--- src/dpc_pkg.sv ---
// ----------------------------------------------------------------------------
// Dark pixel centroid package
// Shared widths, register indexes, reset values, controller states and the
// command/status bundles between the controller and the datapath.
// ----------------------------------------------------------------------------
`default_nettype none

package dpc_pkg;

    // Payload widths
    localparam int PIX_W    = 8;
    localparam int THR_W    = 8;
    localparam int CFG_W    = 13;
    localparam int CENTER_W = 13;
    localparam int COUNT_W  = 25;

    // Frame size limits (defaults of the top-level parameters)
    localparam int DEF_MAX_WIDTH  = 4096;
    localparam int DEF_MAX_HEIGHT = 4096;

    // Configuration register indexes
    localparam int CFG_IDX_W = 2;
    localparam logic [CFG_IDX_W-1:0] REG_THRESHOLD = 2'd0;
    localparam logic [CFG_IDX_W-1:0] REG_WIDTH     = 2'd1;
    localparam logic [CFG_IDX_W-1:0] REG_HEIGHT    = 2'd2;

    // Configuration reset values
    localparam logic [THR_W-1:0] THRESHOLD_RESET = 8'd225;
    localparam logic [CFG_W-1:0] WIDTH_RESET     = 13'd640;
    localparam logic [CFG_W-1:0] HEIGHT_RESET    = 13'd480;

    typedef enum logic [2:0] {
        ST_PIXEL,
        ST_START_X,
        ST_DIV_X,
        ST_DIV_Y,
        ST_HOLD
    } t_state;

    typedef struct packed {
        logic pix_accept;
        logic div_start;
        logic div_sel_y;
        logic latch_x;
        logic latch_y;
        logic load_out;
    } t_dp_cmd;

    typedef struct packed {
        logic frame_end;
        logic div_done;
        logic out_free;
    } t_dp_sts;

endpackage

`default_nettype wire

--- src/dpc_pixel_if.sv ---
// ----------------------------------------------------------------------------
// Pixel channel
// Valid/ready channel carrying one RGB pixel per transaction.
// ----------------------------------------------------------------------------
`default_nettype none

interface dpc_pixel_if import dpc_pkg::*; ();
    logic             valid;
    logic             ready;
    logic [PIX_W-1:0] red;
    logic [PIX_W-1:0] green;
    logic [PIX_W-1:0] blue;

    modport source (output valid, output red, output green, output blue, input ready);
    modport sink   (input valid, input red, input green, input blue, output ready);
endinterface

`default_nettype wire

--- src/dpc_result_if.sv ---
// ----------------------------------------------------------------------------
// Result channel
// Valid/ready channel carrying one frame centroid per transaction.
// ----------------------------------------------------------------------------
`default_nettype none

interface dpc_result_if import dpc_pkg::*; ();
    logic                valid;
    logic                ready;
    logic [CENTER_W-1:0] center_x;
    logic [CENTER_W-1:0] center_y;
    logic [COUNT_W-1:0]  dark_count;

    modport source (output valid, output center_x, output center_y, output dark_count,
                    input ready);
    modport sink   (input valid, input center_x, input center_y, input dark_count,
                    output ready);
endinterface

`default_nettype wire

--- src/dpc_div.sv ---
// ----------------------------------------------------------------------------
// Iterative divider
// Restoring unsigned division, one quotient bit per cycle.
// ----------------------------------------------------------------------------
`default_nettype none

module dpc_div #(
    parameter int DVD_W = 37,
    parameter int DVS_W = 25
) (
    input  wire logic             i_clk,
    input  wire logic             i_rst_n,
    input  wire logic             i_start,
    input  wire logic [DVD_W-1:0] i_dividend,
    input  wire logic [DVS_W-1:0] i_divisor,
    output logic                  o_done,
    output logic      [DVD_W-1:0] o_quotient
);

    localparam int CNT_W = $clog2(DVD_W + 1);

    logic             r_busy;
    logic             r_done;
    logic [CNT_W-1:0] r_cnt;
    logic [DVD_W-1:0] r_quo;
    logic [DVS_W-1:0] r_rem;
    logic [DVS_W-1:0] r_dvs;

    logic [DVS_W:0]   shifted;
    logic [DVS_W:0]   diff;
    logic             ge;

    // Remainder stays below the divisor, so it fits in DVS_W bits
    always_comb begin
        shifted = {r_rem, r_quo[DVD_W-1]};
        ge      = shifted >= {1'b0, r_dvs};
        diff    = shifted - {1'b0, r_dvs};
    end

    always_ff @(posedge i_clk) begin
        if (!i_rst_n) begin
            r_busy <= 1'b0;
            r_done <= 1'b0;
            r_cnt  <= '0;
        end else begin
            r_done <= 1'b0;
            if (i_start) begin
                r_busy <= 1'b1;
                r_cnt  <= CNT_W'(DVD_W);
            end else if (r_busy) begin
                r_cnt <= r_cnt - 1'b1;
                if (r_cnt == CNT_W'(1)) begin
                    r_busy <= 1'b0;
                    r_done <= 1'b1;
                end
            end
        end
    end

    always_ff @(posedge i_clk) begin
        if (i_start) begin
            r_quo <= i_dividend;
            r_rem <= '0;
            r_dvs <= i_divisor;
        end else if (r_busy) begin
            r_rem <= ge ? diff[DVS_W-1:0] : shifted[DVS_W-1:0];
            r_quo <= {r_quo[DVD_W-2:0], ge};
        end
    end

    assign o_done     = r_done;
    assign o_quotient = r_quo;

endmodule

`default_nettype wire

--- src/dpc_ctrl.sv ---
// ----------------------------------------------------------------------------
// Centroid controller
// Sequences pixel intake, the two divisions and the result hand-off.
// ----------------------------------------------------------------------------
`default_nettype none

module dpc_ctrl import dpc_pkg::*; (
    input  wire logic    i_clk,
    input  wire logic    i_rst_n,
    input  wire logic    i_in_valid,
    input  wire t_dp_sts i_sts,
    output logic         o_in_ready,
    output t_dp_cmd      o_cmd
);

    t_state r_state;
    t_state n_state;

    always_ff @(posedge i_clk) begin
        if (!i_rst_n) begin
            r_state <= ST_PIXEL;
        end else begin
            r_state <= n_state;
        end
    end

    always_comb begin
        n_state    = r_state;
        o_cmd      = '0;
        o_in_ready = 1'b0;
        case (r_state)
            ST_PIXEL: begin
                o_in_ready = 1'b1;
                if (i_in_valid) begin
                    o_cmd.pix_accept = 1'b1;
                    if (i_sts.frame_end) begin
                        n_state = ST_START_X;
                    end
                end
            end
            ST_START_X: begin
                o_cmd.div_start = 1'b1;
                n_state         = ST_DIV_X;
            end
            ST_DIV_X: begin
                if (i_sts.div_done) begin
                    o_cmd.latch_x   = 1'b1;
                    o_cmd.div_start = 1'b1;
                    o_cmd.div_sel_y = 1'b1;
                    n_state         = ST_DIV_Y;
                end
            end
            ST_DIV_Y: begin
                if (i_sts.div_done) begin
                    o_cmd.latch_y = 1'b1;
                    n_state       = ST_HOLD;
                end
            end
            ST_HOLD: begin
                if (i_sts.out_free) begin
                    o_cmd.load_out = 1'b1;
                    n_state        = ST_PIXEL;
                end
            end
            default: begin
                n_state = ST_PIXEL;
            end
        endcase
    end

endmodule

`default_nettype wire

--- src/dpc_datapath.sv ---
// ----------------------------------------------------------------------------
// Centroid datapath
// Config registers, raster position, accumulators, divider and output stage.
// ----------------------------------------------------------------------------
`default_nettype none

module dpc_datapath import dpc_pkg::*; #(
    parameter int MAX_WIDTH  = DEF_MAX_WIDTH,
    parameter int MAX_HEIGHT = DEF_MAX_HEIGHT
) (
    input  wire logic                 i_clk,
    input  wire logic                 i_rst_n,
    input  wire logic                 i_cfg_we,
    input  wire logic [CFG_IDX_W-1:0] i_cfg_index,
    input  wire logic [CFG_W-1:0]     i_cfg_data,
    input  wire logic [PIX_W-1:0]     i_red,
    input  wire logic [PIX_W-1:0]     i_green,
    input  wire logic [PIX_W-1:0]     i_blue,
    input  wire logic                 i_out_ready,
    input  wire t_dp_cmd              i_cmd,
    output t_dp_sts                   o_sts,
    output logic                      o_out_valid,
    output logic      [CENTER_W-1:0]  o_center_x,
    output logic      [CENTER_W-1:0]  o_center_y,
    output logic      [COUNT_W-1:0]   o_dark_count
);

    localparam int CW     = (MAX_WIDTH > 1) ? $clog2(MAX_WIDTH) : 1;
    localparam int RW     = (MAX_HEIGHT > 1) ? $clog2(MAX_HEIGHT) : 1;
    localparam int CNT_W  = CW + RW + 1;
    localparam int CSUM_W = CNT_W + CW;
    localparam int RSUM_W = CNT_W + RW;
    localparam int DIV_W  = (CSUM_W > RSUM_W) ? CSUM_W : RSUM_W;

    // Configuration
    logic [THR_W-1:0] r_thr;
    logic [CFG_W-1:0] r_width;
    logic [CFG_W-1:0] r_height;

    always_ff @(posedge i_clk) begin
        if (!i_rst_n) begin
            r_thr    <= THRESHOLD_RESET;
            r_width  <= WIDTH_RESET;
            r_height <= HEIGHT_RESET;
        end else if (i_cfg_we) begin
            case (i_cfg_index)
                REG_THRESHOLD: r_thr    <= i_cfg_data[THR_W-1:0];
                REG_WIDTH:     r_width  <= i_cfg_data;
                REG_HEIGHT:    r_height <= i_cfg_data;
                default: ;
            endcase
        end
    end

    // Last column/row index after clamping size to 1..MAX
    logic [CW-1:0] last_col;
    logic [RW-1:0] last_row;

    always_comb begin
        if (r_width == '0) begin
            last_col = '0;
        end else if (32'(r_width) > MAX_WIDTH) begin
            last_col = CW'(MAX_WIDTH - 1);
        end else begin
            last_col = CW'(r_width - 1'b1);
        end
        if (r_height == '0) begin
            last_row = '0;
        end else if (32'(r_height) > MAX_HEIGHT) begin
            last_row = RW'(MAX_HEIGHT - 1);
        end else begin
            last_row = RW'(r_height - 1'b1);
        end
    end

    // Position and accumulators
    logic [CW-1:0]     r_col;
    logic [RW-1:0]     r_row;
    logic [CNT_W-1:0]  r_cnt;
    logic [CSUM_W-1:0] r_csum;
    logic [RSUM_W-1:0] r_rsum;

    logic [CNT_W-1:0]  n_cnt;
    logic [CSUM_W-1:0] n_csum;
    logic [RSUM_W-1:0] n_rsum;
    logic              dark;
    logic              row_end;
    logic              frame_end;

    always_comb begin
        dark      = (i_red <= r_thr) && (i_green <= r_thr) && (i_blue <= r_thr);
        row_end   = r_col >= last_col;
        frame_end = row_end && (r_row >= last_row);
        n_cnt     = r_cnt + CNT_W'(dark);
        n_csum    = dark ? r_csum + CSUM_W'(r_col) + 1'b1 : r_csum;
        n_rsum    = dark ? r_rsum + RSUM_W'(r_row) + 1'b1 : r_rsum;
    end

    always_ff @(posedge i_clk) begin
        if (!i_rst_n) begin
            r_col  <= '0;
            r_row  <= '0;
            r_cnt  <= '0;
            r_csum <= '0;
            r_rsum <= '0;
        end else if (i_cmd.pix_accept) begin
            if (frame_end) begin
                r_col  <= '0;
                r_row  <= '0;
                r_cnt  <= '0;
                r_csum <= '0;
                r_rsum <= '0;
            end else begin
                r_cnt  <= n_cnt;
                r_csum <= n_csum;
                r_rsum <= n_rsum;
                if (row_end) begin
                    r_col <= '0;
                    r_row <= r_row + 1'b1;
                end else begin
                    r_col <= r_col + 1'b1;
                end
            end
        end
    end

    // Frame snapshot, held while the divider works
    logic [CNT_W-1:0]  r_snap_cnt;
    logic [CSUM_W-1:0] r_snap_csum;
    logic [RSUM_W-1:0] r_snap_rsum;

    always_ff @(posedge i_clk) begin
        if (i_cmd.pix_accept && frame_end) begin
            r_snap_cnt  <= n_cnt;
            r_snap_csum <= n_csum;
            r_snap_rsum <= n_rsum;
        end
    end

    // Shared divider: column sum first, then row sum
    logic             div_done;
    logic [DIV_W-1:0] quotient;
    logic [DIV_W-1:0] dividend;

    assign dividend = i_cmd.div_sel_y ? DIV_W'(r_snap_rsum) : DIV_W'(r_snap_csum);

    dpc_div #(
        .DVD_W (DIV_W),
        .DVS_W (CNT_W)
    ) u_div (
        .i_clk      (i_clk),
        .i_rst_n    (i_rst_n),
        .i_start    (i_cmd.div_start),
        .i_dividend (dividend),
        .i_divisor  (r_snap_cnt),
        .o_done     (div_done),
        .o_quotient (quotient)
    );

    logic [CENTER_W-1:0] r_cx;
    logic [CENTER_W-1:0] r_cy;
    logic [CENTER_W-1:0] center;

    // Empty frame reports 1 on each axis
    assign center = (r_snap_cnt == '0) ? CENTER_W'(1) : CENTER_W'(quotient);

    always_ff @(posedge i_clk) begin
        if (i_cmd.latch_x) begin
            r_cx <= center;
        end
        if (i_cmd.latch_y) begin
            r_cy <= center;
        end
    end

    // Output register
    logic r_out_valid;

    always_ff @(posedge i_clk) begin
        if (!i_rst_n) begin
            r_out_valid <= 1'b0;
        end else if (i_cmd.load_out) begin
            r_out_valid <= 1'b1;
        end else if (i_out_ready) begin
            r_out_valid <= 1'b0;
        end
    end

    always_ff @(posedge i_clk) begin
        if (i_cmd.load_out) begin
            o_center_x   <= r_cx;
            o_center_y   <= r_cy;
            o_dark_count <= COUNT_W'(r_snap_cnt);
        end
    end

    assign o_out_valid     = r_out_valid;
    assign o_sts.frame_end = frame_end;
    assign o_sts.div_done  = div_done;
    assign o_sts.out_free  = !r_out_valid || i_out_ready;

endmodule

`default_nettype wire

--- src/dark_pixel_centroid.sv ---
// ----------------------------------------------------------------------------
// Dark pixel centroid
// Per-frame centroid and count of pixels darker than a threshold.
// ----------------------------------------------------------------------------
// Usage:
//  - i_pixel takes one RGB pixel per transaction in raster order; the block
//    tracks column and row itself from frame_width / frame_height.
//  - A pixel is dark when R, G and B are all <= dark_threshold.
//  - o_result gives one transaction per frame after its last pixel:
//    truncated mean 1-based column and row of the dark pixels (1/1 when
//    none were dark) and the dark pixel count.
//  - Config: i_cfg_we writes i_cfg_data to register i_cfg_index
//    (0 threshold, 1 width, 2 height; index 3 ignored). Write only when idle.
//  - Throughput: one pixel per clock within a frame. After the last pixel
//    of a frame input is held off while a single shift-subtract divider
//    computes X then Y, one quotient bit per cycle. The result goes valid
//    and input reopens in the same cycle.
//  - The result sits in an output register; if the receiver stalls, the
//    block still finishes both divisions and then waits for the register
//    to drain before taking the next frame's pixels.
//  - Reset (synchronous, active low) restores default config and clears
//    position, accumulators and the output valid.
// ----------------------------------------------------------------------------
`default_nettype none

module dark_pixel_centroid import dpc_pkg::*; #(
    parameter int MAX_WIDTH  = DEF_MAX_WIDTH,
    parameter int MAX_HEIGHT = DEF_MAX_HEIGHT
) (
    input  wire logic                 i_clk,
    input  wire logic                 i_rst_n,
    input  wire logic                 i_cfg_we,
    input  wire logic [CFG_IDX_W-1:0] i_cfg_index,
    input  wire logic [CFG_W-1:0]     i_cfg_data,
    dpc_pixel_if.sink                 i_pixel,
    dpc_result_if.source              o_result
);

    t_dp_cmd cmd;
    t_dp_sts sts;
    logic    in_ready;

    // Sequencer: pixel intake, X divide, Y divide, hand-off
    dpc_ctrl u_ctrl (
        .i_clk      (i_clk),
        .i_rst_n    (i_rst_n),
        .i_in_valid (i_pixel.valid),
        .i_sts      (sts),
        .o_in_ready (in_ready),
        .o_cmd      (cmd)
    );

    assign i_pixel.ready = in_ready;

    // Accumulators, divider and the output register
    dpc_datapath #(
        .MAX_WIDTH  (MAX_WIDTH),
        .MAX_HEIGHT (MAX_HEIGHT)
    ) u_datapath (
        .i_clk        (i_clk),
        .i_rst_n      (i_rst_n),
        .i_cfg_we     (i_cfg_we),
        .i_cfg_index  (i_cfg_index),
        .i_cfg_data   (i_cfg_data),
        .i_red        (i_pixel.red),
        .i_green      (i_pixel.green),
        .i_blue       (i_pixel.blue),
        .i_out_ready  (o_result.ready),
        .i_cmd        (cmd),
        .o_sts        (sts),
        .o_out_valid  (o_result.valid),
        .o_center_x   (o_result.center_x),
        .o_center_y   (o_result.center_y),
        .o_dark_count (o_result.dark_count)
    );

endmodule

`default_nettype wire
--- src/flat_wrapper.sv ---
// flat-port wrapper written by rule: the top's interface ports become plain ports
module dark_pixel_centroid_flat import dpc_pkg::*;
#(
    parameter int MAX_WIDTH  = DEF_MAX_WIDTH,
    parameter int MAX_HEIGHT = DEF_MAX_HEIGHT
)
  (i_clk, i_rst_n, i_cfg_we, i_cfg_index, i_cfg_data, i_pixel_valid, i_pixel_red, i_pixel_green, i_pixel_blue, i_pixel_ready, o_result_valid, o_result_center_x, o_result_center_y, o_result_dark_count, o_result_ready);
  dpc_pixel_if i_pixel_i ();
  dpc_result_if o_result_i ();
  input  wire logic i_clk;
  input  wire logic i_rst_n;
  input  wire logic i_cfg_we;
  input  wire logic [CFG_IDX_W-1:0] i_cfg_index;
  input  wire logic [CFG_W-1:0] i_cfg_data;
  input wire logic [$bits(i_pixel_i.valid)-1:0] i_pixel_valid;
  input wire logic [$bits(i_pixel_i.red)-1:0] i_pixel_red;
  input wire logic [$bits(i_pixel_i.green)-1:0] i_pixel_green;
  input wire logic [$bits(i_pixel_i.blue)-1:0] i_pixel_blue;
  output wire logic [$bits(i_pixel_i.ready)-1:0] i_pixel_ready;
  output wire logic [$bits(o_result_i.valid)-1:0] o_result_valid;
  output wire logic [$bits(o_result_i.center_x)-1:0] o_result_center_x;
  output wire logic [$bits(o_result_i.center_y)-1:0] o_result_center_y;
  output wire logic [$bits(o_result_i.dark_count)-1:0] o_result_dark_count;
  input wire logic [$bits(o_result_i.ready)-1:0] o_result_ready;
  assign i_pixel_i.valid = i_pixel_valid;
  assign i_pixel_i.red = i_pixel_red;
  assign i_pixel_i.green = i_pixel_green;
  assign i_pixel_i.blue = i_pixel_blue;
  assign i_pixel_ready = i_pixel_i.ready;
  assign o_result_valid = o_result_i.valid;
  assign o_result_center_x = o_result_i.center_x;
  assign o_result_center_y = o_result_i.center_y;
  assign o_result_dark_count = o_result_i.dark_count;
  assign o_result_i.ready = o_result_ready;
  dark_pixel_centroid #(.MAX_WIDTH(MAX_WIDTH), .MAX_HEIGHT(MAX_HEIGHT)) u_core (.i_clk(i_clk), .i_rst_n(i_rst_n), .i_cfg_we(i_cfg_we), .i_cfg_index(i_cfg_index), .i_cfg_data(i_cfg_data), .i_pixel(i_pixel_i), .o_result(o_result_i));
endmodule
--- config.mk ---
export PLATFORM = sky130hd
export DESIGN_NAME = dark_pixel_centroid_flat
export DESIGN_NICKNAME = d
export VERILOG_FILES = /design/src/dpc_pkg.sv /design/src/dpc_pixel_if.sv /design/src/dpc_result_if.sv /design/src/dpc_div.sv /design/src/dpc_ctrl.sv /design/src/dpc_datapath.sv /design/src/dark_pixel_centroid.sv /design/src/flat_wrapper.sv
export SDC_FILE = /design/constraint.sdc
export NUM_CORES = 1
export LEC_CHECK = 0
export BUFFER_PORTS_ARGS = -buffer_cell sky130_fd_sc_hd__buf_4
export CAP_MARGIN = 40
export CORE_MARGIN = 1
export CORE_UTILIZATION = 47
export DETAILED_ROUTE_END_ITERATION = 6
export HOLD_SLACK_MARGIN = 0.15
export PLACE_DENSITY = 0.66
export SLEW_MARGIN = 20
export SYNTH_ARGS = -nofsm -noshare
export SYNTH_HDL_FRONTEND = slang
export SYNTH_HIERARCHICAL = 1
export SYNTH_SLANG_ARGS = --single-unit
--- constraint.sdc ---
create_clock -name i_clk -period 8 [get_ports i_clk]
set_input_delay 1.2 -clock i_clk [delete_from_list [all_inputs] [get_ports i_clk]]
set_output_delay 1.2 -clock i_clk [all_outputs]
set_load 0.02 [all_outputs]
==> qor.csv <==
metric,value,unit
status,"finished, final reports clean",
Yosys cell types,87,
initial antenna violation count,0,
initial DRC count,1029,
Flop pwr share,0.440,
Slew headroom,0.488,
total power,5.49,mW
CTS Sinks,432,
CORE AREA,0.0465,mm²
# IOs,97,
die extent in x,219,µm
Initial Util,0.476,
period utilization,0.716,
critical path class,register to register,
nets,2332,
ratio of cells with drive above 1 in the final layout,0.143,
H-tree levels,2,
largest net degree at the start of global routing,75,
Clk network pwr share,0.429,
clock skew,0.0263,ns
Layout Utilization,0.542,
finished layout cell area,0.0252,mm²
Critical Path Fanout Max,30,
Final Max Tran Viols,0,
fin crit period,5.73,ns
Mapped Cells,2116,
synth-to-layout area growth,13.8,%
#FFs+latches synth,432,
Final Hold Vio Count,0,
CP Data Required Time,8.49,ns
post-cts resize count,0,
sum of negative setup slack,0,ns
hold crit path type,register to register,
final hold slack,0.417,ns
cts hold-fix bufs,0,
final wirelength,51000,µm
Fmax,0.174,GHz
root buf cell,clkbuf_16,
kind of cell adding the most delay to the critical path,simple AND/OR/NAND/NOR gates,
Post-synth top flop,edfxtp_1,
Vias,16060,
detailed-route DRC error count,0,
ant diodes,0,
syn avg cell area,10.5,µm²
TritonCTS clock tree,done,
Max VDD drop,0.000273,V
dpl hpwl,36000,µm
"FFs w/ async S/R, synth",0,
"Seq/Total Area, Yosys",0.498,
RSZ-0062 raised after global routing,false,
"Clk Latency, worst-skew pair",0.58,ns
critical path depth,22,
Placed Area,0.0235,mm²
first-pass GRT wire length,82400,µm
Synth Warn #,6,
CTS Buffer Depth,3,
LEAKAGE,9.59,nW
Gate power share,0.131,
gpl congestion,0.862,
TritonCTS Buffers,46,
setup bufs post-CTS,0,
WP buf/inv,5,
gr ovfl total,0,
drt via density,5.69,
switch share,0.248,
Rows,79,
Total Routing Usage GR,0.216,
Fillers,4017,
max-capacitance violation count,0,
Worst Path Arrival,6.22,ns
max incr delay on CP,0.60,ns
count of final setup violators,0,
Post-Syn Nets,2268,
vias in the first global route,15503,
die area,0.0480,mm²
Worst path slowest cell,or4_1,
Hold Path Stages,0,
Tightest Pin Transition,0.768,ns
Pre-antenna DRT Iters,5,
CP Cell Sequence,inv_1 -> ha_1 -> nand2_1 -> or3_1 -> or4_1 -> or4_1 -> nor2_1 -> nor2_1 -> a21oi_1 -> ha_1 -> a211oi_1 -> o21ai_0 -> a21oi_1 -> o21ai_0 -> o221ai_2 -> buf_4 -> inv_2 -> nor2_4 -> buf_12 -> buf_4 -> a41oi_1 -> a31oi_1,
IO buf count,96,
"antenna viol nets, final",0,
pwr/cell area,218,mW/mm²
switching power,1.36,mW
internal power,4.13,mW
reg2reg path depth,22,
clock-pin slew on the worst setup and hold paths,0.06,ns
"EDFF count, synth",238,
Critical Path Start Type,register,
CP Capture Type,register,
per-cell routed wire length,18.1,µm
Die H,219,µm
Post-Syn Area,0.0221,mm²
[routing by layer]
metal,global-route usage,part of all wire,vias up
li1,-,-,7877
met1,0.292,0.46,7683
met2,0.349,0.46,409
met3,0.0369,0.051,91
met4,0.0745,0.028,0
met5,0,0,-
[power by group through the flow]
stage / clock [mW] / sequential (mW) / combinational, mW
floorplan: 0 / 2.45 / 0.547
global placement: 0 / 2.46 / 0.678
detailed placement: 0 / 2.46 / 0.708
CTS: 2.41 / 2.42 / 0.713
global route: 2.50 / 2.42 / 0.793
finish: 2.36 / 2.42 / 0.718
[cells in the mapped netlist (18+ instances only)]
cell        n  area, µm²
a211oi_1   23        173
a21boi_0   51        383
a21o_1     37        278
a21oi_1   100        500
a22o_1     25        219
a31oi_1    43        269
and3_1     31        194
clkbuf_1   73        274
dfxtp_1   194       3880
edfxtp_1  238       7150
ha_1      105       1310
inv_1      84        315
mux2_2     81        912
mux2i_1    21        210
nand2_1   204        766
nand2b_1   20        125
nand3_1    80        400
nand4_1    37        231
nor2_1    113        424
nor2b_1    30        188
nor3_1     29        145
nor4_1     18        113
o21a_1     21        158
o21ai_0    78        390
or3_1      21        131
xnor2_1   100        876
xor2_1     49        429
[layout make-up]
type,instances,area [µm²],area share
Sequential cell,432,11000,0.438
Multi-Input combinational cell,1489,10300,0.411
Clock buffer,60,1320,0.0523
Timing Repair Buffer,125,1010,0.0403
Tap cell,607,759,0.0302
Clock inverter,25,384,0.0153
Inverter,86,323,0.0128
[cell families (layout without fill, tap and decap cells)]
group | count (synthesis) | count (layout) | synth area share
simple gates | 661 | 661 | 0.152
compound gates | 468 | 468 | 0.141
flops | 432 | 432 | 0.498
buf+inv | 195 | 296 | 0.0362
xor+xnor | 149 | 149 | 0.0590
fa+ha+maj | 109 | 109 | 0.0625
mux | 102 | 102 | 0.0507
[flip-flops by register name (all words and copies together), names as in the netlist, 37 cells and up]
signal and flops:
u_core/u_datapath/r_csum 37, u_core/u_datapath/r_rsum 37, u_core/u_datapath/r_snap_csum 37, u_core/u_datapath/r_snap_rsum 37
u_core/u_datapath/u_div/o_quotient 37
[per-stage QoR]
stage / worst slack [ns] / cells
after floorplan: 1.47 / 2116
after global placement: 2.19 / 2732
after detailed placement: 2.35 / 2738
after CTS: 2.30 / 2823
after global routing: 1.77 / 2824
final: 2.27 / 2824
[worst register-to-register path, delay by kind of cell (launching register included)]
kind / cells / cell delay (ns)
fa+ha+maj: 2 / 0.46
simple gates: 7 / 2.30
compound gates: 8 / 1.31
buf+inv: 5 / 1.26
flops: 1 / 0.33
[placed cells by master (no fill, tap or decap), types with 29 or more instances in the layout]
master	count
mux2_2	81
and3_1	30
nand3_1	80
a21o_1	37
a21boi_0	51
dfxtp_1	194
nand4_1	37
o21ai_0	78
xor2_1	49
edfxtp_1	238
a21oi_1	99
ha_1	105
a31oi_1	42
buf_4	118
clkbuf_16	49
nor2b_1	29
xnor2_1	100
nor3_1	29
inv_1	84
nand2_1	204
nor2_1	112
[final timing paths]
kind | from | slack [ns] | to
setup / recovery | u_core/u_datapath/r_width[0] | 2.27 | u_core/u_datapath/r_rsum[34]
hold / removal | u_core/u_datapath/r_cy[8] | 0.42 | u_core/u_datapath/o_center_y[8]
setup reg to reg | u_core/u_datapath/r_width[0] | 2.27 | u_core/u_datapath/r_rsum[34]
hold reg to reg | u_core/u_datapath/r_cy[8] | 0.42 | u_core/u_datapath/o_center_y[8]
(Power assumes the default switching activity.)
